[src/hdl/imm_pkg.sv]
`default_nettype none

package imm_pkg;

  // Fixed field widths.
  localparam int DIM_W     = 7;
  localparam int RUN_AW    = 2 * DIM_W;
  localparam int BYTE_W    = 8;
  localparam int WORD_W    = 22;
  localparam int CFG_IDX_W = 3;

  // Request codes carried on req_type.
  typedef enum logic [1:0] {
    REQ_LOAD_A = 2'd0,
    REQ_LOAD_B = 2'd1,
    REQ_RUN    = 2'd2,
    REQ_READ_C = 2'd3
  } req_t;

  // Configuration register indexes.
  localparam logic [CFG_IDX_W-1:0] REG_ROWS_M   = 3'd0;
  localparam logic [CFG_IDX_W-1:0] REG_INNER_K  = 3'd1;
  localparam logic [CFG_IDX_W-1:0] REG_COLS_N   = 3'd2;
  localparam logic [CFG_IDX_W-1:0] REG_STRIDE_A = 3'd3;
  localparam logic [CFG_IDX_W-1:0] REG_STRIDE_B = 3'd4;
  localparam logic [CFG_IDX_W-1:0] REG_STRIDE_C = 3'd5;
  localparam logic [CFG_IDX_W-1:0] REG_PACKED   = 3'd6;

  // Configuration register file contents.
  typedef struct packed {
    logic [DIM_W-1:0] rows_m;
    logic [DIM_W-1:0] inner_k;
    logic [DIM_W-1:0] cols_n;
    logic [DIM_W-1:0] stride_a;
    logic [DIM_W-1:0] stride_b;
    logic [DIM_W-1:0] stride_c;
    logic             packed_layout;
  } cfg_t;

  // Controls from the sequencer to the multiply-accumulate unit.
  typedef struct packed {
    logic issue;
    logic clear;
  } mac_ctl_t;

  // Run status from the sequencer to the request logic.
  typedef struct packed {
    logic busy;
    logic fin;
    logic err;
  } run_stat_t;

endpackage

`default_nettype wire

[src/hdl/imm_ctrl.sv]
`default_nettype none

module imm_ctrl
  import imm_pkg::*;
#(
  parameter int STORE_DEPTH = 4096,
  parameter int MAX_DIM = 64,
  localparam int AW = $clog2(STORE_DEPTH)
) (
  input  wire logic                     clk,
  input  wire logic                     rst,
  input  wire logic                     run_go,
  input  wire cfg_t                     cfg,
  input  wire logic signed [WORD_W-1:0] acc,
  output run_stat_t                     stat,
  output mac_ctl_t                      mac_ctl,
  output logic             [AW-1:0]     a_raddr,
  output logic             [AW-1:0]     b_raddr,
  output logic                          c_we,
  output logic             [AW-1:0]     c_waddr,
  output logic             [WORD_W-1:0] c_wdata
);

  typedef enum logic [2:0] {
    ST_CLEAR,
    ST_IDLE,
    ST_CHECK,
    ST_VERIFY,
    ST_ISSUE,
    ST_DRAIN1,
    ST_DRAIN2,
    ST_WRITE
  } state_t;

  state_t            state;
  logic [AW-1:0]     clr_idx;
  logic [1:0]        chk_cnt;
  logic [RUN_AW-1:0] chk_bound;
  logic              chk_live;
  logic              bad;
  logic [DIM_W-1:0]  i;
  logic [DIM_W-1:0]  j;
  logic [DIM_W-1:0]  p;
  logic [RUN_AW-1:0] a_row;
  logic [RUN_AW-1:0] c_row;
  logic [RUN_AW-1:0] a_ptr;
  logic [RUN_AW-1:0] b_ptr;

  logic [DIM_W-1:0]  pa;
  logic [DIM_W-1:0]  pb;
  logic [DIM_W-1:0]  pc;
  logic [DIM_W-1:0]  mul_x;
  logic [DIM_W-1:0]  mul_y;
  logic [DIM_W-1:0]  add_z;
  logic              live;
  logic [RUN_AW-1:0] chk_prod;
  logic [RUN_AW-1:0] chk_sum;
  logic              dim_bad;
  logic              empty;
  logic              last_i;
  logic              last_j;
  logic [DIM_W-1:0]  i_next;
  logic [DIM_W-1:0]  j_next;
  logic [RUN_AW-1:0] a_row_next;
  logic [RUN_AW-1:0] c_row_next;
  logic [RUN_AW-1:0] c_addr;

  // Row pitches for the selected layout.
  assign pa = cfg.packed_layout ? cfg.inner_k : cfg.stride_a;
  assign pb = cfg.packed_layout ? cfg.cols_n : cfg.stride_b;
  assign pc = cfg.packed_layout ? cfg.cols_n : cfg.stride_c;

  assign dim_bad = (32'(cfg.rows_m) > 32'(MAX_DIM)) || (32'(cfg.inner_k) > 32'(MAX_DIM)) ||
                   (32'(cfg.cols_n) > 32'(MAX_DIM));
  assign empty   = (cfg.rows_m == '0) || (cfg.cols_n == '0);

  // Shared bound unit: the last address of A, B and C in turn.
  always_comb begin
    case (chk_cnt)
      2'd0: begin
        mul_x = cfg.rows_m - 7'd1;
        mul_y = pa;
        add_z = cfg.inner_k - 7'd1;
        live  = (cfg.rows_m != '0) && (cfg.inner_k != '0);
      end
      2'd1: begin
        mul_x = cfg.inner_k - 7'd1;
        mul_y = pb;
        add_z = cfg.cols_n - 7'd1;
        live  = (cfg.inner_k != '0) && (cfg.cols_n != '0);
      end
      default: begin
        mul_x = cfg.rows_m - 7'd1;
        mul_y = pc;
        add_z = cfg.cols_n - 7'd1;
        live  = (cfg.rows_m != '0) && (cfg.cols_n != '0);
      end
    endcase
  end

  assign chk_prod = mul_x * mul_y;
  assign chk_sum  = chk_prod + RUN_AW'(add_z);

  // Loop stepping after each written C element.
  assign last_i     = (i == cfg.rows_m - 7'd1);
  assign last_j     = (j == cfg.cols_n - 7'd1);
  assign j_next     = last_j ? '0 : j + 7'd1;
  assign i_next     = last_j ? i + 7'd1 : i;
  assign a_row_next = last_j ? a_row + RUN_AW'(pa) : a_row;
  assign c_row_next = last_j ? c_row + RUN_AW'(pc) : c_row;
  assign c_addr     = c_row + RUN_AW'(j);

  // Sequencer: clearing pass, bound checks, then the i, j, p loops.
  always_ff @(posedge clk) begin
    if (rst) begin
      state   <= ST_CLEAR;
      clr_idx <= '0;
      chk_cnt <= '0;
      bad     <= 1'b0;
    end else begin
      case (state)
        ST_CLEAR: begin
          clr_idx <= clr_idx + 1'b1;
          if (clr_idx == AW'(STORE_DEPTH - 1)) begin
            state <= ST_IDLE;
          end
        end
        ST_IDLE: begin
          if (run_go) begin
            state   <= ST_CHECK;
            chk_cnt <= '0;
            bad     <= dim_bad;
          end
        end
        ST_CHECK: begin
          chk_bound <= chk_sum;
          chk_live  <= live;
          if (chk_cnt != 2'd0 && chk_live && (32'(chk_bound) >= 32'(STORE_DEPTH))) begin
            bad <= 1'b1;
          end
          chk_cnt <= chk_cnt + 2'd1;
          if (chk_cnt == 2'd3) begin
            state <= ST_VERIFY;
          end
        end
        ST_VERIFY: begin
          i     <= '0;
          j     <= '0;
          p     <= '0;
          a_row <= '0;
          c_row <= '0;
          a_ptr <= '0;
          b_ptr <= '0;
          if (bad || empty) begin
            state <= ST_IDLE;
          end else if (cfg.inner_k == '0) begin
            state <= ST_WRITE;
          end else begin
            state <= ST_ISSUE;
          end
        end
        ST_ISSUE: begin
          a_ptr <= a_ptr + 1'b1;
          b_ptr <= b_ptr + RUN_AW'(pb);
          p     <= p + 7'd1;
          if (p == cfg.inner_k - 7'd1) begin
            state <= ST_DRAIN1;
          end
        end
        ST_DRAIN1: begin
          state <= ST_DRAIN2;
        end
        ST_DRAIN2: begin
          state <= ST_WRITE;
        end
        ST_WRITE: begin
          if (last_i && last_j) begin
            state <= ST_IDLE;
          end else begin
            i     <= i_next;
            j     <= j_next;
            a_row <= a_row_next;
            c_row <= c_row_next;
            p     <= '0;
            a_ptr <= a_row_next;
            b_ptr <= RUN_AW'(j_next);
            state <= (cfg.inner_k == '0) ? ST_WRITE : ST_ISSUE;
          end
        end
        default: begin
          state <= ST_IDLE;
        end
      endcase
    end
  end

  // Status, accumulator control and memory ports.
  assign stat.busy = (state != ST_IDLE);
  assign stat.fin  = ((state == ST_VERIFY) && (bad || empty)) ||
                     ((state == ST_WRITE) && last_i && last_j);
  assign stat.err  = (state == ST_VERIFY) && bad;

  assign mac_ctl.issue = (state == ST_ISSUE);
  assign mac_ctl.clear = (state == ST_VERIFY) || (state == ST_WRITE);

  assign a_raddr = AW'(a_ptr);
  assign b_raddr = AW'(b_ptr);
  assign c_we    = (state == ST_CLEAR) || (state == ST_WRITE);
  assign c_waddr = (state == ST_CLEAR) ? clr_idx : AW'(c_addr);
  assign c_wdata = (state == ST_CLEAR) ? '0 : acc;

`ifndef SYNTHESIS
  // The bound checks keep every run access inside the stores.
  a_issue_inside: assert property (@(posedge clk) disable iff (rst)
    (state == ST_ISSUE) |-> (32'(a_ptr) < 32'(STORE_DEPTH)) &&
                            (32'(b_ptr) < 32'(STORE_DEPTH)))
    else $error("run read outside the A or B store");

  a_write_inside: assert property (@(posedge clk) disable iff (rst)
    (state == ST_WRITE) |-> (32'(c_addr) < 32'(STORE_DEPTH)))
    else $error("run write outside the C store");
`endif

endmodule

`default_nettype wire
[config.mk]
export PLATFORM = sky130hd
export DESIGN_NAME = imm_ctrl
export DESIGN_NICKNAME = d
export VERILOG_FILES = /design/src/hdl/imm_pkg.sv /design/src/hdl/imm_ctrl.sv
export SDC_FILE = /design/constraint.sdc
export NUM_CORES = 1
export LEC_CHECK = 0
export BUFFER_PORTS_ARGS = -buffer_cell sky130_fd_sc_hd__buf_2
export CAP_MARGIN = 30
export CORE_MARGIN = 3
export CORE_UTILIZATION = 50
export CTS_CLUSTER_DIAMETER = 200
export CTS_CLUSTER_SIZE = 14
export DETAILED_ROUTE_END_ITERATION = 8
export GPL_ROUTABILITY_DRIVEN = 0
export GPL_TIMING_DRIVEN = 0
export PLACE_DENSITY_LB_ADDON = 0.3
export SLEW_MARGIN = 20
export SYNTH_ARGS = -nofsm -noshare
export SYNTH_HDL_FRONTEND = slang
export SYNTH_SLANG_ARGS = --single-unit
export TNS_END_PERCENT = 5
[constraint.sdc]
create_clock -name clk -period 6 [get_ports clk]
set_input_delay 0 -clock clk [delete_from_list [all_inputs] [get_ports clk]]
set_output_delay 0 -clock clk [all_outputs]
set_load 0.05 [all_outputs]
* Yosys cells after proc, flatten, opt, wreduce, memory -nomap -nowiden *
Index checks and enable logic that the tools add are counted.
Widths: inputs -> output; s select.

cells by class
  add/sub/neg operators = 14
  multiply operators = 1
  order comparisons = 4
  equal/unequal tests = 21
  muxes and demuxes = 39
  bitwise operators = 1
  reductions and logical operators = 36

operators with widths
  cell                   count
  $pmux 14 s3            2
  $mux 14                5
  $mux 7                 10
  $add 14x7->14          4
  $pmux 14 s2            2
  $pmux 7 s2             3
  $pmux 3 s8             1
  $mux 22                1
  $add 7x1->7 const B    3
  $eq 7x7->1             3
  $gt 7x7->1 const B     3
  $logic_not 7->1        3
  $pmux 7 s3             1
  $reduce_bool 7->1      3
  $sub 7x1->7 const B    3
  $mux 3                 6
  $add 14x1->14 const B  1
  $ge 14x13->1 const B   1
  $mul 7x7->14           1
  $add 12x1->12 const B  1
  $add 12x7->12          1
  $eq 12x12->1 const B   1
  $eq 3x3->1 const B     4
  $mux 12                1
  other kinds (22)       52

word-level totals
  register bits after elaboration = 110
  input port bits = 68
  output and inout port bits = 64
  logic and storage cells = 129

* Logic depth before layout (Yosys ltp) *
  word-level depth = 5
  mapped depth = 23
  mapped depth without buffers = 23

* Least setup slack after synthesis *
No wires, ideal clock.

  path type = register -> register
  start point = register chk_cnt[0]
  end point = register chk_bound[13] (data pin)
  library setup time = 0.260 ns
  arrival time = 5.504 ns
  data required time = 5.740 ns
  slack = 0.236 ns
  stages on the path, launching flop included = 21
  buffers on the path = 2
  clock period less this slack = 5.764 ns
  cells stage by stage = dfxtp_1 -> ha_1 -> clkbuf_1 -> buf_1 -> mux2_2 -> or2_2 -> fa_1 -> fa_1 -> inv_1 -> fa_1 -> inv_1 -> fa_1 -> inv_1 -> ha_1 -> a21o_1 -> a211o_1 -> o211ai_1 -> a21oi_1 -> or3_1 -> a21oi_1 -> xnor2_1

on the way
  word-level cells in the longest chain between the ends = 4
  elaborated cells on any way between the ends = 7
  those cells by class = 1 x add/sub; 1 x mul; 1 x eq/ne; 3 x mux; 1 x reduce/logical

RTL lines
  element                                        line             RTL
  start, declared                                imm_ctrl.sv:37   logic [1:0] chk_cnt;
  start signal, assigned                         imm_ctrl.sv:141  chk_cnt <= chk_cnt + 2'd1;
  $eq 2x1->1 or $logic_not 2->1 (tied branches)  imm_ctrl.sv:79   case (chk_cnt)
  $pmux 7 s2 or $mux 7 (tied branches)           n/a
  $mul 7x7->14                                   imm_ctrl.sv:101  assign chk_prod = mul_x * mul_y;
  $add 14x7->14 *                                imm_ctrl.sv:102  assign chk_sum = chk_prod + RUN_AW'(add_z);
  via chk_sum[13]                                imm_ctrl.sv:57   logic [RUN_AW-1:0] chk_sum;
  end signal, assigned                           imm_ctrl.sv:136  chk_bound <= chk_sum;
  end, declared                                  imm_ctrl.sv:38   logic [RUN_AW-1:0] chk_bound;

The timed path passes the listed nets; every way through them passes the cells marked *.
A chain may end at the register's enable or synchronous reset.

* Worst setup path after layout *
  start point = register chk_cnt[1]
  end point = register chk_bound[13] (data pin)

The elaborated chain is that of the path after synthesis.

==> metrics.txt <==
Setup crit start kind=flip-flop; VDD IR-drop max=0.149 mV; count of nets left with antenna violations after detail routing=0; most common cell after layout, fill and taps aside=sky130_fd_sc_hd__buf_2; post-route minimum period=5.79 ns; f_max=173 MHz; maximum number of pins on one net before global-route repair=23; post-DR wirelength/cell=16.9 µm; EDFF count, synth=72; Tcrit/Tclk final=0.965; Die Span Y=135 µm; Sequential Area=2520 µm²; starting utilization of the core area=0.520; via count of the first global-routing pass=6,905; maximum clock skew at final layout=0.0112 ns; count of filler cells inserted in the layout=1,422; number of iterations in the first detailed-routing pass=5; layout-stage area growth over the synthesis result=17.3%; count of final hold-check violations=0; final wirelength=22,000 µm; I/O pin cnt=132; post-synthesis cell count=940; start-to-end type of the worst setup path=reg -> reg; antenna violations before repair=0; Worst Max-Slew Pin Slew=0.926 ns; post-route cell area=9820 µm²; gr ovfl total=0; first-pass GRT wire length=34,800 µm; floorplan core area=16,100 µm²; fin cells=1,304; power density over cell area=190 nW/µm²; per-instance average area after synthesis=8.91 µm²; maximum level of the CTS H-tree=3; Residual DRC=0; clock latency on the worst-skew pair=0.36 ns; count of state elements after synthesis=90; area of the multi-input gates=5580 µm²; Num CTS Buffers=9; Primary FF master, synth=sky130_fd_sc_hd__edfxtp_1; run status=finished clean; nature of the critical path endpoint=flip-flop; IO buf count=129; part of the power in combinational logic=0.325; fraction of layout cells with a size suffix above 1=0.187; final setup violating endpoints=0; remaining max-slew budget at the tightest pin=0.376; total internal power=1.27 mW; number of cell rows=46; dpl cell area=9370 µm²; routed vias=7,128; Post-Syn Area=8370 µm²; CTS clk-pin slew, worst paths=0.07 ns; most frequent cells in the layout=132 x sky130_fd_sc_hd__buf_2, 126 x sky130_fd_sc_hd__nor2_1, 80 x sky130_fd_sc_hd__nand2_1, 78 x sky130_fd_sc_hd__inv_1, 72 x sky130_fd_sc_hd__edfxtp_1; total of max-cap violations=0; number of distinct library cells after synthesis=58; proportion of power drawn by flip-flops and latches=0.359; switching share of power=0.321; worst endpoint data arrival time=5.90 ns; share of async-settable or async-resettable flops after synthesis=0; static leakage=4.29 nW; Nets=1,257; net switching component of the power=0.600 mW; overall fraction of global-route tracks in use=0.243; hpwl dp=17,700 µm; share of synthesized area occupied by flip-flops and latches=0.301; clock buffer depth=2; net count after synthesis=1,114; n_diodes=0; post-detailed-route via-to-cell ratio=5.47; width of the chip=135 µm; number of sinks on the clock net=90; DP Cell Count=1,288; Final Power=1.87 mW; worst min path class=in -> reg; final-report max-slew violation count=0; number of DRC violations after detailed-routing iteration 0=580; Clock power frac=0.316; Yosys warnings=0; RSZ-0062 raised after global routing=no; critical path fanouts, max=10; clock tree from TritonCTS=yes; clock tree root driver cell=sky130_fd_sc_hd__clkbuf_16; data required time of the worst path=6.11 ns; floorplan die area=18,300 µm²
## final timing paths
check | from | endpoint | slack, ns | cells after the start
max | chk_cnt[1] | chk_bound[13] | 0.21 | 22
min | cfg[42] | bad | 0.12 | 3
max reg2reg | chk_cnt[1] | chk_bound[13] | 0.21 | 22
min reg2reg | clr_idx[6] | clr_idx[6] | 0.50 | 2
## cell families (layout without fill, tap and decap cells)
logic type	after synthesis	in the layout	synth area share
buffers and inverters	111	259	0.0507
DFF	90	90	0.301
adders and majority gates	106	106	0.189
xor gates and xnor gates	110	110	0.117
AOI/OAI and AO/OA	142	142	0.106
and+or+nand+nor	360	360	0.209
muxes	21	21	0.0269
## cell type report
cell class	count	area share
clock inverters	5	0.00637
multi-input cells	739	0.569
plain buffers	30	0.0138
well taps	216	0.0275
flip-flops and latches	90	0.257
repair buffers	133	0.0715
inverters	80	0.0306
clock buffers	11	0.0247
## stage by stage
step	util	setup WS [ns]	TNS, ns	hold WS (ns)
finish	0.609	0.212	0	0.118
floorplan	-	0.236	0	0.0760
global placement	0.576	-0.556	-1.00	0.238
CTS	0.607	0.0111	0	0.114
global route	0.609	0.00385	0	0.146
detailed placement	0.581	-0.550	-0.974	0.229
## per-layer routing
metal,vias up,track usage,share of wire
li1,3502,-,-
met3,45,0.0397,0.063
met1,3349,0.328,0.44
met5,-,0,0
met4,0,0.0890,0.029
met2,232,0.396,0.47
## Yosys cell counts (18+ instances only)
| master | count | share of area |
|---|---|---|
| sky130_fd_sc_hd__nor2_1 | 129 | 0.058 |
| sky130_fd_sc_hd__nand2_1 | 80 | 0.036 |
| sky130_fd_sc_hd__ha_1 | 72 | 0.11 |
| sky130_fd_sc_hd__edfxtp_1 | 72 | 0.26 |
| sky130_fd_sc_hd__inv_1 | 78 | 0.035 |
| sky130_fd_sc_hd__a21oi_1 | 40 | 0.024 |
| sky130_fd_sc_hd__o21ai_0 | 33 | 0.020 |
| sky130_fd_sc_hd__fa_1 | 34 | 0.081 |
| sky130_fd_sc_hd__and2_1 | 24 | 0.018 |
| sky130_fd_sc_hd__xnor2_1 | 60 | 0.063 |
| sky130_fd_sc_hd__dfxtp_1 | 18 | 0.043 |
| sky130_fd_sc_hd__clkbuf_1 | 22 | 0.0099 |
| sky130_fd_sc_hd__nand3_1 | 23 | 0.014 |
| sky130_fd_sc_hd__xor2_1 | 49 | 0.051 |
## power by group through the flow
stage | registers, mW | logic [mW] | clock network, mW
detailed placement | 0.684 | 0.594 | 0
CTS | 0.670 | 0.606 | 0.598
global route | 0.670 | 0.702 | 0.621
finish | 0.670 | 0.608 | 0.590
floorplan | 0.684 | 0.437 | 0
global placement | 0.684 | 0.576 | 0
## worst max-delay path, cell delays in order (launching register included)
cell and delay, ns:
sky130_fd_sc_hd__dfxtp_1 0.35, sky130_fd_sc_hd__inv_1 0.07, sky130_fd_sc_hd__ha_1 0.22, sky130_fd_sc_hd__buf_6 0.17, sky130_fd_sc_hd__or2_4 0.30, sky130_fd_sc_hd__nor2_4 0.13, sky130_fd_sc_hd__a221oi_4 0.08, sky130_fd_sc_hd__or2_2 0.34
sky130_fd_sc_hd__fa_1 0.52, sky130_fd_sc_hd__fa_1 0.56, sky130_fd_sc_hd__inv_1 0.06, sky130_fd_sc_hd__fa_1 0.53, sky130_fd_sc_hd__inv_1 0.06, sky130_fd_sc_hd__fa_1 0.53, sky130_fd_sc_hd__inv_1 0.04, sky130_fd_sc_hd__ha_1 0.31
sky130_fd_sc_hd__a21o_1 0.18, sky130_fd_sc_hd__a211o_1 0.29, sky130_fd_sc_hd__o211ai_1 0.09, sky130_fd_sc_hd__a21oi_1 0.09, sky130_fd_sc_hd__or3_4 0.40, sky130_fd_sc_hd__a21oi_2 0.16, sky130_fd_sc_hd__xnor2_1 0.08
## timing repair
| item | CTS | global route |
|---|---|---|
| setup buffers | 0 | 0 |
| hold endpoints to repair | 2 | 0 |
| hold buffers | 1 | 0 |
| gates resized for setup | 19 | 13 |
| setup endpoints to repair | 2 | 2 |
## registers in the layout, summed over array words and instances, names as in the netlist
| name | count |
|---|---|
| a_ptr | 12 |
| a_row | 12 |
| b_ptr | 12 |
| bad | 1 |
| c_row | 12 |
| chk_bound | 2 |
| chk_cnt | 2 |
| chk_live | 1 |
| clr_idx | 12 |
| i | 7 |
| j | 7 |
| p | 7 |
| state | 3 |
(Power assumes the default switching activity.)
