==> src/hdl/imm_pkg.sv <==
`default_nettype none

package imm_pkg;

  // Fixed field widths.
  localparam int DIM_W     = 7;
  localparam int RUN_AW    = 2 * DIM_W;
  localparam int BYTE_W    = 8;
  localparam int WORD_W    = 22;
  localparam int CFG_IDX_W = 3;

  // Request codes carried on req_type.
  typedef enum logic [1:0] {
    REQ_LOAD_A = 2'd0,
    REQ_LOAD_B = 2'd1,
    REQ_RUN    = 2'd2,
    REQ_READ_C = 2'd3
  } req_t;

  // Configuration register indexes.
  localparam logic [CFG_IDX_W-1:0] REG_ROWS_M   = 3'd0;
  localparam logic [CFG_IDX_W-1:0] REG_INNER_K  = 3'd1;
  localparam logic [CFG_IDX_W-1:0] REG_COLS_N   = 3'd2;
  localparam logic [CFG_IDX_W-1:0] REG_STRIDE_A = 3'd3;
  localparam logic [CFG_IDX_W-1:0] REG_STRIDE_B = 3'd4;
  localparam logic [CFG_IDX_W-1:0] REG_STRIDE_C = 3'd5;
  localparam logic [CFG_IDX_W-1:0] REG_PACKED   = 3'd6;

  // Configuration register file contents.
  typedef struct packed {
    logic [DIM_W-1:0] rows_m;
    logic [DIM_W-1:0] inner_k;
    logic [DIM_W-1:0] cols_n;
    logic [DIM_W-1:0] stride_a;
    logic [DIM_W-1:0] stride_b;
    logic [DIM_W-1:0] stride_c;
    logic             packed_layout;
  } cfg_t;

  // Controls from the sequencer to the multiply-accumulate unit.
  typedef struct packed {
    logic issue;
    logic clear;
  } mac_ctl_t;

  // Run status from the sequencer to the request logic.
  typedef struct packed {
    logic busy;
    logic fin;
    logic err;
  } run_stat_t;

endpackage

`default_nettype wire

==> src/hdl/imm_mac.sv <==
`default_nettype none

module imm_mac
  import imm_pkg::*;
(
  input  wire logic                     clk,
  input  wire logic                     rst,
  input  wire mac_ctl_t                 ctl,
  input  wire logic signed [BYTE_W-1:0] a_data,
  input  wire logic signed [BYTE_W-1:0] b_data,
  output logic signed      [WORD_W-1:0] acc
);

  logic                       v1;
  logic                       v2;
  logic signed [2*BYTE_W-1:0] prod;

  // Valid bits follow the read latency and the product register.
  always_ff @(posedge clk) begin
    if (rst) begin
      v1 <= 1'b0;
      v2 <= 1'b0;
    end else begin
      v1 <= ctl.issue;
      v2 <= v1;
    end
  end

  // Product register, then accumulation; clear starts a new dot product.
  always_ff @(posedge clk) begin
    prod <= a_data * b_data;
    if (ctl.clear) begin
      acc <= '0;
    end else if (v2) begin
      acc <= acc + WORD_W'(prod);
    end
  end

endmodule

`default_nettype wire

==> config.mk <==
export PLATFORM = sky130hd
export DESIGN_NAME = imm_mac
export DESIGN_NICKNAME = d
export VERILOG_FILES = /design/src/hdl/imm_pkg.sv /design/src/hdl/imm_mac.sv
export SDC_FILE = /design/constraint.sdc
export NUM_CORES = 1
export LEC_CHECK = 0
export BUFFER_PORTS_ARGS = -buffer_cell sky130_fd_sc_hd__buf_2
export CAP_MARGIN = 20
export CORE_AREA = 2 2 122 124
export CTS_CLUSTER_SIZE = 25
export DETAILED_ROUTE_END_ITERATION = 8
export DIE_AREA = 0 0 124 126
export PLACE_DENSITY = 0.62
export SKIP_CTS_REPAIR_TIMING = 1
export SLEW_MARGIN = 30
export SYNTH_ARGS = -nofsm -noshare
export SYNTH_HDL_FRONTEND = slang
export SYNTH_SLANG_ARGS = --single-unit
==> constraint.sdc <==
create_clock -name clk -period 5.5 [get_ports clk]
set_input_delay 1.1 -clock clk [delete_from_list [all_inputs] [get_ports clk]]
set_output_delay 1.1 -clock clk [all_outputs]
set_load 0.05 [all_outputs]
## Word-level counts from Yosys, hierarchy flattened

Cells that the tools add are included.

- Flip-flop bits (word level): 40
- Bits of input ports: 20
- Output and inout bits: 22
- Logic and storage cells: 6

- Add/sub/neg operators: 1
- $mul: 1

Operator list:

| cell | number |
|---|---|
| $add A22 B16 Y22 | 1 |
| $mul A8 B8 Y16 | 1 |

## Longest topological paths before layout

Gate-level depths: netlist of the first run.

- Depth in word-level cells: 1
- Gate-level depth with buffers: 16
- Depth with buffers taken out: 16

## Worst setup path before layout of the first run

Ideal clock, no wire load.

- Path kind: input to register
- Start: input port a_data[7]
- End: register prod[15]
- Library setup time: 120 ps
- Arrival: 4765 ps
- Data required time: 5380 ps
- Setup slack: 615 ps
- Stages: 14
- Buffers on the path: 0
- Cells stage by stage: and2_1 > fa_1 > inv_1 > fa_1 > inv_1 > fa_1 > inv_1 > fa_1 > inv_1 > ha_1 > and3_1 > a211oi_1 > a21oi_1 > xnor2_1

- Longest elaborated chain between the ends: 1

RTL lines:

| element | RTL line | RTL |
|---|---|---|
| from (decl) | imm_mac.sv:9 | `input wire logic signed [BYTE_W-1:0] a_data,` |
| $mul A8 B8 Y16 | imm_mac.sv:31 | `prod <= a_data * b_data;` |
| to (signal assigned) | imm_mac.sv:31 |  |
| to (decl) | imm_mac.sv:16 | `logic signed [2*BYTE_W-1:0] prod;` |

Every way passes these cells.
A chain may end at the register's enable or synchronous reset.

## Final worst setup path of the first run

- Start: input port b_data[4]
- End: register prod[15]

- Longest elaborated chain between the ends: 1

RTL lines:

| element | RTL line | RTL |
|---|---|---|
| from (decl) | imm_mac.sv:10 | `input wire logic signed [BYTE_W-1:0] b_data,` |
| $mul A8 B8 Y16 | imm_mac.sv:31 |  |

Every way passes these cells.

==> results of run 1 <==
## power by group through the flow
stage / sequential, W / combinational (W) / clock (W)
2_1_floorplan: 0.000479 / 0.00121 / 0
3_3_place_gp: 0.000428 / 0.00151 / 0
3_5_place_dp: 0.000430 / 0.00155 / 0
4_1_cts: 0.000423 / 0.00156 / 0.000339
5_1_grt: 0.000431 / 0.00177 / 0.000353
6_report: 0.000423 / 0.00155 / 0.000330
## final timing paths
| check | cells after the start | end | startpoint | slack, ns |
|---|---|---|---|---|
| max | 17 | prod[15] | b_data[4] | 0.58 |
| max reg2reg | 9 | acc[18] | acc[0] | 2.74 |
| min reg2reg | 1 | v2 | v1 | 0.44 |
| min | 1 | v2 | v1 | 0.44 |
## cell type report
cell class | count | area share (%)
Sequential cell | 40 | 14.65
Clock buffer | 5 | 2.289
Multi-Input combinational cell | 414 | 67.45
Inverter | 98 | 6.729
Timing Repair Buffer | 42 | 3.891
Tap cell | 184 | 4.211
Clock inverter | 3 | 0.7782
## routing by layer
metal / GRT usage, % / part of all wire [%] / up-vias
met1: 19.54 / 48 / 1818
met2: 22.98 / 47 / 77
met5: 0 / 0 / -
li1: - / - / 1949
met4: 3.635 / 1.4 / 0
met3: 1.540 / 3.7 / 11
## cell families (layout without fill, tap and decap cells)
family / Yosys count / in the layout / synth area share (%)
buf+inv: 109 / 148 / 8.890
fa+ha+maj: 106 / 106 / 35.46
xor+xnor: 23 / 23 / 4.090
compound gates: 102 / 102 / 14.55
mux: 7 / 7 / 1.524
flops: 40 / 40 / 16.26
simple gates: 176 / 176 / 19.23
## metrics by stage
step / utilization (%) / hold slack, ns / cells / worst slack [ns]
floorplan: - / 0.4138 / 563 / 0.6150
global placement: 37.02 / 0.4291 / 778 / 0.3340
detailed placement: 37.02 / 0.4409 / 778 / 0.2656
CTS: 38.19 / 0.4489 / 786 / 0.5686
global route: 38.19 / 0.4848 / 786 / 0.2848
finish: 38.19 / 0.4441 / 786 / 0.5819
## cells in the final DEF, fill, tap and decap left out, drive strengths merged, types with 5 or more instances in the layout
cell type,count
nand2b,8
buf,42
clkbuf,5
a21oi,23
o21a,5
inv,98
nor2b,8
nand2,35
nand3,13
nor3,6
a211oi,9
o21ai,16
and2,45
xnor2,21
dfxtp,40
a21o,8
nor2,34
mux2i,6
fa,56
ha,50
## sequential cells by signal (all words and copies together), names as in the netlist
register	cells
v1	1
prod	16
v2	1
acc	22
==> impl_results.md, run 1 <==
- Pint: 0.001232 W
- Fin area: 0.005466 mm²
- HP Class: flip-flop to flip-flop
- FMAX: 203.3 MHz
- CP Max Fanout: 8
- Post-synthesis net count: 689
- Number of remaining DRC errors: 0
- Critical path capture point type: flip-flop
- Most common cell in the netlist: inv_1
- Placed inst area: 0.005299 mm²
- Cell taking the most area after synthesis: fa_1
- Yosys cell types: 65
- Clock power frac: 14.4%
- Root buf cell: clkbuf_16
- Via count: 3,855
- Die Area: 0.01562 mm²
- Netlist Area Pre-Place: 0.004926 mm²
- Final ANT Viol Nets: 0
- Setup violators final: 0
- Synth area leaders: fa_1 (23%), dfxtp_1 (16%), ha_1 (13%)
- Fin nets: 727
- WP data arrival: 5.09 ns
- Synth cell count leaders: inv_1 (98), fa_1 (56), ha_1 (50)
- Final Hold Fails: 0
- IO Count: 42
- Mapped Cells: 563
- Fraction of power spent switching nets: 46.40%
- Ys async rst share: 0%
- RSZ-0062 raised after global routing: false
- Average wire per standard cell: 13.31 µm
- Combinational share of power: 67.3%
- Initial antenna violation count: 0
- Post-synth EDFFs: 0
- Diodes inserted: 0
- Routed wire length: 10.46 mm
- Slowest stage delay, CP: 0.54 ns
- Critical path's slowest cell: fa_1
- Initial core utilization: 34.41%
- Max cap viols: 0
- Multi-input gate area: 0.003687 mm²
- Sequential group share of total power: 18.4%
- DRT iter0 DRCs: 241
- Worst-Margin Slew: 0.6958 ns
- DP HPWL: 8.789 mm
- Htree depth: 2
- Slew headroom: 52.41%
- Largest delay share family, worst path: adder cells
- Pwr Total: 0.002299 W
- Layout cells sized above 1: 10.13%
- Crit path required time: 5.67 ns
- # fillers: 1,474
- Clk_lat worst skew: 0.29 ns
- Crit path buf inv count: 5
- Vias/cell: 4.905
- Crit path time final: 4.918 ns
- Port bufs: 41
- Area grow syn2layout: 10.97%
- Power Density: 420.5 mW/mm²
- Clock Path Buffers: 2
- Synth Register Bits: 40
- First-pass GRT wire length: 17.80 mm
- CTS tree: yes
- Run status: finished, final reports clean
- Final TNS setup: 0 ns
- Top_reg_cell synth: dfxtp_1
- DIE WIDTH: 124 µm
- Crit path kind: primary input to flip-flop
- Num Clock Sinks: 40
- Sequential area share after synthesis: 16.26%
- Period utilization: 89.42%
- Drt first pass iters: 4
- CP Cell Sequence: buf_2 > and2_1 > fa_1 > inv_1 > fa_1 > inv_1 > fa_1 > inv_1 > fa_1 > inv_1 > ha_1 > nand2_1 > a2bb2oi_1 > a21oi_1 > a211oi_1 > a21oi_1 > xnor2_1
- Yosys warns: 0
- Peak supply drop: 0.1428 mV
- Max Slew Vio Count: 0
- Clk pin slew, worst setup/hold paths: 0.06 ns
- Number of global-route vias before repair: 3,819
- Leakage: 2.583 nW
- Rows: 44
- Total CTS buffers: 5
- Largest net degree at the start of global routing: 34
- Core footprint: 0.01431 mm²
- Yosys top cell area share: 22.76%
- Die H: 126 µm
- Register area: 800.8 µm²
- GRT Util Overall: 13.98%
- Total gr overflow: 0
- Switch Pwr: 0.001066 W
- GPL Wtd Cong: 0.8433
- Startpoint types: primary input
- Syn avg cell area: 8.750 µm²
- Setup Skew: 0.008123 ns
Power figures use the tool's default switching activity.
==> run 2: changes to the inputs <==
Settings changed: BUFFER_PORTS_ARGS -buffer_cell sky130_fd_sc_hd__buf_2 to -buffer_cell sky130_fd_sc_hd__clkbuf_2, REMOVE_ABC_BUFFERS set to 1.
Clock period 5.5 ns to 6.36 ns, I/O delays scaled along.
==> impl_results.md, run 2 (synthesized netlist as in run 1, its figures left out) <==
- Die Area: 0.01562 mm² (unchanged)
- Placed Cells: 778 (unchanged)
- Register area: 800.8 µm² (unchanged)
- Max Slew Vio Count: 0 (unchanged)
- Diodes inserted: 0 (unchanged)
- Initial core utilization: 34.41% (unchanged)
- Startpoint types: primary input
- Top Registers: acc x22, prod x16
- Slew headroom: 46.04% (-6.4 points)
- Rows: 44 (unchanged)
- Worst r2r src: acc[0]
- DRT iter0 DRCs: 162 (-33%)
- Clk pin slew, worst setup/hold paths: 0.06 ns (about the same)
- Drt first pass iters: 4 (unchanged)
- Htree depth: 2 (unchanged)
- Number of remaining DRC errors: 0 (unchanged)
- FMAX: 195.2 MHz
- CP Max Fanout: 8 (unchanged)
- Total CTS buffers: 5 (unchanged)
- Fin area: 0.005482 mm² (+0.27%)
- Setup violators final: 0 (unchanged)
- Total gr overflow: 0 (unchanged)
- Multi-input gate area: 0.003687 mm² (unchanged)
- Power Density: 367.2 mW/mm² (-13%)
- Critical path capture point type: flip-flop
- Placed inst area: 0.005299 mm² (unchanged)
- R2R setup slack: 3.55 ns (+0.81 ns)
- Largest net degree at the start of global routing: 34 (unchanged)
- Final ANT Viol Nets: 0 (unchanged)
- RSZ-0062 raised after global routing: false
- GRT Util Overall: 14.20% (+0.22 points)
- Initial antenna violation count: 0 (unchanged)
- IO Count: 42 (unchanged)
- R2R Path End: acc[18]
- Clk_lat worst skew: 0.29 ns (about the same)
- Hold Startpoint: v1
- DIE WIDTH: 124 µm (unchanged)
- Port bufs: 41 (unchanged)
- Die H: 126 µm (unchanged)
- Critical path's slowest cell: fa_1
- CP Cell Sequence: clkbuf_2 > and2_1 > fa_1 > inv_1 > fa_1 > inv_1 > fa_1 > inv_1 > fa_1 > inv_1 > ha_1 > nand2_1 > a2bb2oi_1 > a21oi_1 > a211oi_1 > a21oi_1 > xnor2_1
- Pwr Total: 0.002013 W (-12%)
- Largest delay share family, worst path: adder cells
- Crit path buf inv count: 5 (unchanged)
- Root buf cell: clkbuf_16
- Hold Path Depth: 1 (unchanged)
- DP HPWL: 8.615 mm (-2.0%)
- CTS tree: yes
- Most frequent cells in the layout: inv_1 (98), fa_1 (56), ha_1 (50)
- Average wire per standard cell: 13.18 µm (-1.0%)
- Final Hold Fails: 0 (unchanged)
- Max reg flops: 22 (unchanged)
- Leakage: 2.580 nW (-0.13%)
- # fillers: 1,474 (unchanged)
- Fin nets: 727 (unchanged)
- Clock Path Buffers: 2 (unchanged)
- Via count: 3,884 (+0.75%)
- Core footprint: 0.01431 mm² (unchanged)
- Final TNS setup: 0 ns (unchanged)
- Area grow syn2layout: 11.28%
- Commonest non-fill, non-tap cell in the layout: inv_1
- HP Class: flip-flop to flip-flop
- Crit path required time: 6.53 ns (+0.86 ns)
- Worst-Margin Slew: 0.7890 ns (+0.09317 ns)
- Num Clock Sinks: 40 (unchanged)
- Hold worst-path end: v2
- GPL Wtd Cong: 0.8990 (+6.6%)
- Slowest stage delay, CP: 0.53 ns (about the same)
- Period utilization: 80.55%
- Vias/cell: 4.941 (+0.75%)
- WP data arrival: 5.29 ns (+0.20 ns)
- First-pass GRT wire length: 18.32 mm (+2.9%)
- Setup Skew: 0.01017 ns (+0.002043 ns)
- Layout cells sized above 1: 10.13% (unchanged)
- Number of global-route vias before repair: 4,001 (+4.8%)
- Biggest register: acc
- Peak supply drop: 0.1202 mV (-16%)
- Run status: finished, final reports clean
- Routed wire length: 10.36 mm (-1.0%)
- Non-filler instance count after layout: 786 (unchanged)
- Max cap viols: 0 (unchanged)
- Crit path kind: primary input to flip-flop
- Crit path time final: 5.123 ns
- Worst R2R Path Depth: 9 (unchanged)
run 2: changes by cell type in the layout (fill, tap and decap cells not counted):
cell and change:
clkinv_2 -1, clkbuf_2 +41, clkbuf_8 +2, buf_2 -41, clkinvlp_4 -1
run 2: per-stage QoR:
stage	hold WS (ns)	worst slack [ns]	util, %
after floorplan	0.4138	1.303	-
after global placement	0.4258	1.027	37.02
after detailed placement	0.4378	0.9184	37.02
after CTS	0.4510	1.217	38.30
after global routing	0.4618	0.9660	38.30
final	0.4429	1.237	38.30
run 2: worst register-to-register path, stage by stage, from the launching register on:
cell and delay [ns]:
dfxtp_1 0.35, ha_1 0.20, inv_1 0.06, fa_1 0.41, nor2b_1 0.16, o31ai_1 0.13
a211o_1 0.37, a2111oi_0 0.75, or3_1 0.20, nand3_1 0.07
run 2: layout make-up:
class	instances	area share [%]
Multi-Input combinational cell	414	67.27
Sequential cell	40	14.61
Inverter	98	6.711
Tap cell	184	4.200
Timing Repair Buffer	42	3.880
Clock buffer	7	2.785
Clock inverter	1	0.5478
run 2: how the worst max path moves through the flow:
stage / end / cells after the start / startpoint
final: prod[15] / 17 / a_data[3]
after global routing: prod[15] / 17 / a_data[4]
after floorplan: prod[15] / 14 / a_data[7]
after detailed placement: prod[15] / 15 / b_data[4]
after CTS: prod[15] / 16 / a_data[0]
after global placement: prod[15] / 15 / b_data[4]
run 2: metal layers:
layer / track usage (%) / routed length (µm) / up-vias
li1: - / - / 1950
met1: 19.31 / 5066 / 1854
met2: 24.47 / 4837 / 68
met3: 1.268 / 335 / 12
met4: 3.040 / 119 / 0
met5: 0 / 0 / -
run 2: where the power goes:
part / internal (W) / switching (W) / total (W)
Clock: 0.000207 / 0.000105 / 0.000312
Combinational: 0.000556 / 0.000781 / 0.00134
Sequential: 0.000326 / 0.0000382 / 0.000364
Total: 0.00109 / 0.000924 / 0.00201
==> run 3: changes to the inputs <==
Clock period 6.36 ns to 5 ns, I/O delays scaled along.
==> impl_results.md, run 3 (synthesized netlist as in run 1, its figures left out) <==
- Run status: finished, final reports clean
- Clock power frac: 15.1% (-0.4 points)
- Crit path required time: 5.17 ns (-1.36 ns)
- Peak supply drop: 0.1589 mV (+32%)
- Worst R2R Path Depth: 9 (unchanged)
- Startpoint types: primary input
- Met3 Wirelength: 391 µm (+17%)
- Final ANT Viol Nets: 0 (unchanged)
- GPL Wtd Cong: 0.8673 (-3.5%)
- Max reg flops: 22 (unchanged)
- Port bufs: 41 (unchanged)
- Htree depth: 2 (unchanged)
- Die H: 126 µm (unchanged)
- Critical path capture point type: flip-flop
- Core footprint: 0.01431 mm² (unchanged)
- Power Density: 465.2 mW/mm² (+27%)
- Setup violators final: 0 (unchanged)
- Combinational share of power: 67.1% (+0.7 points)
- Worst-Margin Slew: 0.7080 ns (-0.08101 ns)
- Crit path kind: primary input to flip-flop
- Hold Path Depth: 1 (unchanged)
- Most frequent cells in the layout: inv_1 (98), fa_1 (56), ha_1 (50)
- Initial core utilization: 34.41% (unchanged)
- CTS tree: yes
- Leakage: 2.638 nW (+2.3%)
- Average wire per standard cell: 13.30 µm (+0.90%)
- Met1 wire length: 4.902 mm (-3.2%)
- Biggest register: acc
- Pint: 0.001407 W (+29%)
- Clock Path Buffers: 2 (unchanged)
- Final Hold Fails: 0 (unchanged)
- Number of global-route vias before repair: 4,201 (+5.0%)
- Num Clock Sinks: 40 (unchanged)
- GRT Util Overall: 14.72% (+0.51 points)
- Routed wire length: 10.61 mm (+2.4%)
- Slew headroom: 51.58% (+5.5 points)
- Max cap viols: 0 (unchanged)
- Sequential group share of total power: 17.8% (-0.3 points)
- DR WL met2: 5.167 mm (+6.8%)
- Total gr overflow: 0 (unchanged)
- Initial antenna violation count: 0 (unchanged)
- Fin nets: 739 (+1.7%)
- Rows: 44 (unchanged)
- Top Registers: acc x22, prod x16
- Max Slew Vio Count: 0 (unchanged)
- Number of remaining DRC errors: 0 (unchanged)
- DRT iter0 DRCs: 268 (+65%)
- Commonest non-fill, non-tap cell in the layout: inv_1
- Layout cells sized above 1: 11.89% (+1.8 points)
- Fraction of power spent switching nets: 45.74% (-0.17 points)
- Clk pin slew, worst setup/hold paths: 0.06 ns (about the same)
- Hold Slack: 0.4426 ns (-0.0003370 ns)
- Vias/cell: 4.976 (+0.70%)
- Drt first pass iters: 4 (unchanged)
- Via count: 3,971 (+2.2%)
- Period utilization: 95.55%
- Switch Pwr: 0.001185 W (+28%)
- FMAX: 209.3 MHz
- HP Class: flip-flop to flip-flop
- Diodes inserted: 0 (unchanged)
- Clk_lat worst skew: 0.28 ns (about the same)
- Crit path time final: 4.777 ns
- WP data arrival: 4.94 ns (-0.35 ns)
- Area grow syn2layout: 13.11%
- IO Count: 42 (unchanged)
- Root buf cell: clkbuf_16
- DIE WIDTH: 124 µm (unchanged)
- DP HPWL: 8.859 mm (+2.8%)
- CP Max Fanout: 5 (-3)
- Largest net degree at the start of global routing: 34 (unchanged)
- Setup Skew: 0.003755 ns (-0.006410 ns)
- RSZ-0062 raised after global routing: false
- Pwr Total: 0.002592 W (+29%)
- Core Util, Final: 38.92% (+0.63 points)
- First-pass GRT wire length: 18.98 mm (+3.6%)
- Total CTS buffers: 5 (unchanged)
- Die Area: 0.01562 mm² (unchanged)
- Highest Signal Layer: met4
==> run 3: power groups by stage <==
stage	clock network, W	logic (W)	registers (W)
after detailed placement	0	0.00173	0.000470
final	0.000390	0.00174	0.000462
after global routing	0.000410	0.00200	0.000471
after global placement	0	0.00168	0.000470
after CTS	0.000398	0.00174	0.000463
after floorplan	0	0.00131	0.000528
==> run 3: final timing paths <==
| path | from | to | slack, ns |
|---|---|---|---|
| worst min register to register | v1 | v2 | 0.44 |
| worst min-delay path | v1 | v2 | 0.44 |
| worst max-delay path | b_data[4] | prod[15] | 0.22 |
| worst max register to register | acc[0] | acc[18] | 2.18 |
==> run 3: metal layers <==
metal	vias up	global-route usage (%)
met3	14	1.268
li1	1977	-
met5	-	0
met1	1901	19.23
met2	79	25.89
met4	0	3.900
==> run 3: stage by stage <==
| stage | cell area, µm² | cells | setup slack [ns] | TNS [ns] |
|---|---|---|---|---|
| floorplan | 4856 | 552 | 0.2150 | 0 |
| global route | 5572 | 798 | 0.03363 | 0 |
| CTS | 5572 | 798 | 0.2232 | 0 |
| global placement | 5389 | 790 | 0.04475 | 0 |
| detailed placement | 5389 | 790 | -0.06378 | -0.1018 |
| finish | 5572 | 798 | 0.2226 | 0 |
==> run 3: cell type report <==
cell class	instances	area, µm²
Inverter	98	367.9
Fill cell	1466	8742
Clock inverter	1	30.03
Multi-Input combinational cell	414	3687
Sequential cell	40	800.8
Clock buffer	7	152.6
Tap cell	184	230.2
Timing Repair Buffer	54	302.8
==> run 3: worst max-delay path, cell delays in order <==
cell and delay (ns):
clkbuf_2 0.12, and2_1 0.18, fa_1 0.54, inv_1 0.06, fa_1 0.47, inv_1 0.05, fa_1 0.53, inv_1 0.05
fa_1 0.53, inv_1 0.04, ha_1 0.34, nand2_1 0.09, a2bb2oi_1 0.22, a21oi_1 0.13, a211oi_1 0.31, a21oi_1 0.13
xnor2_1 0.15
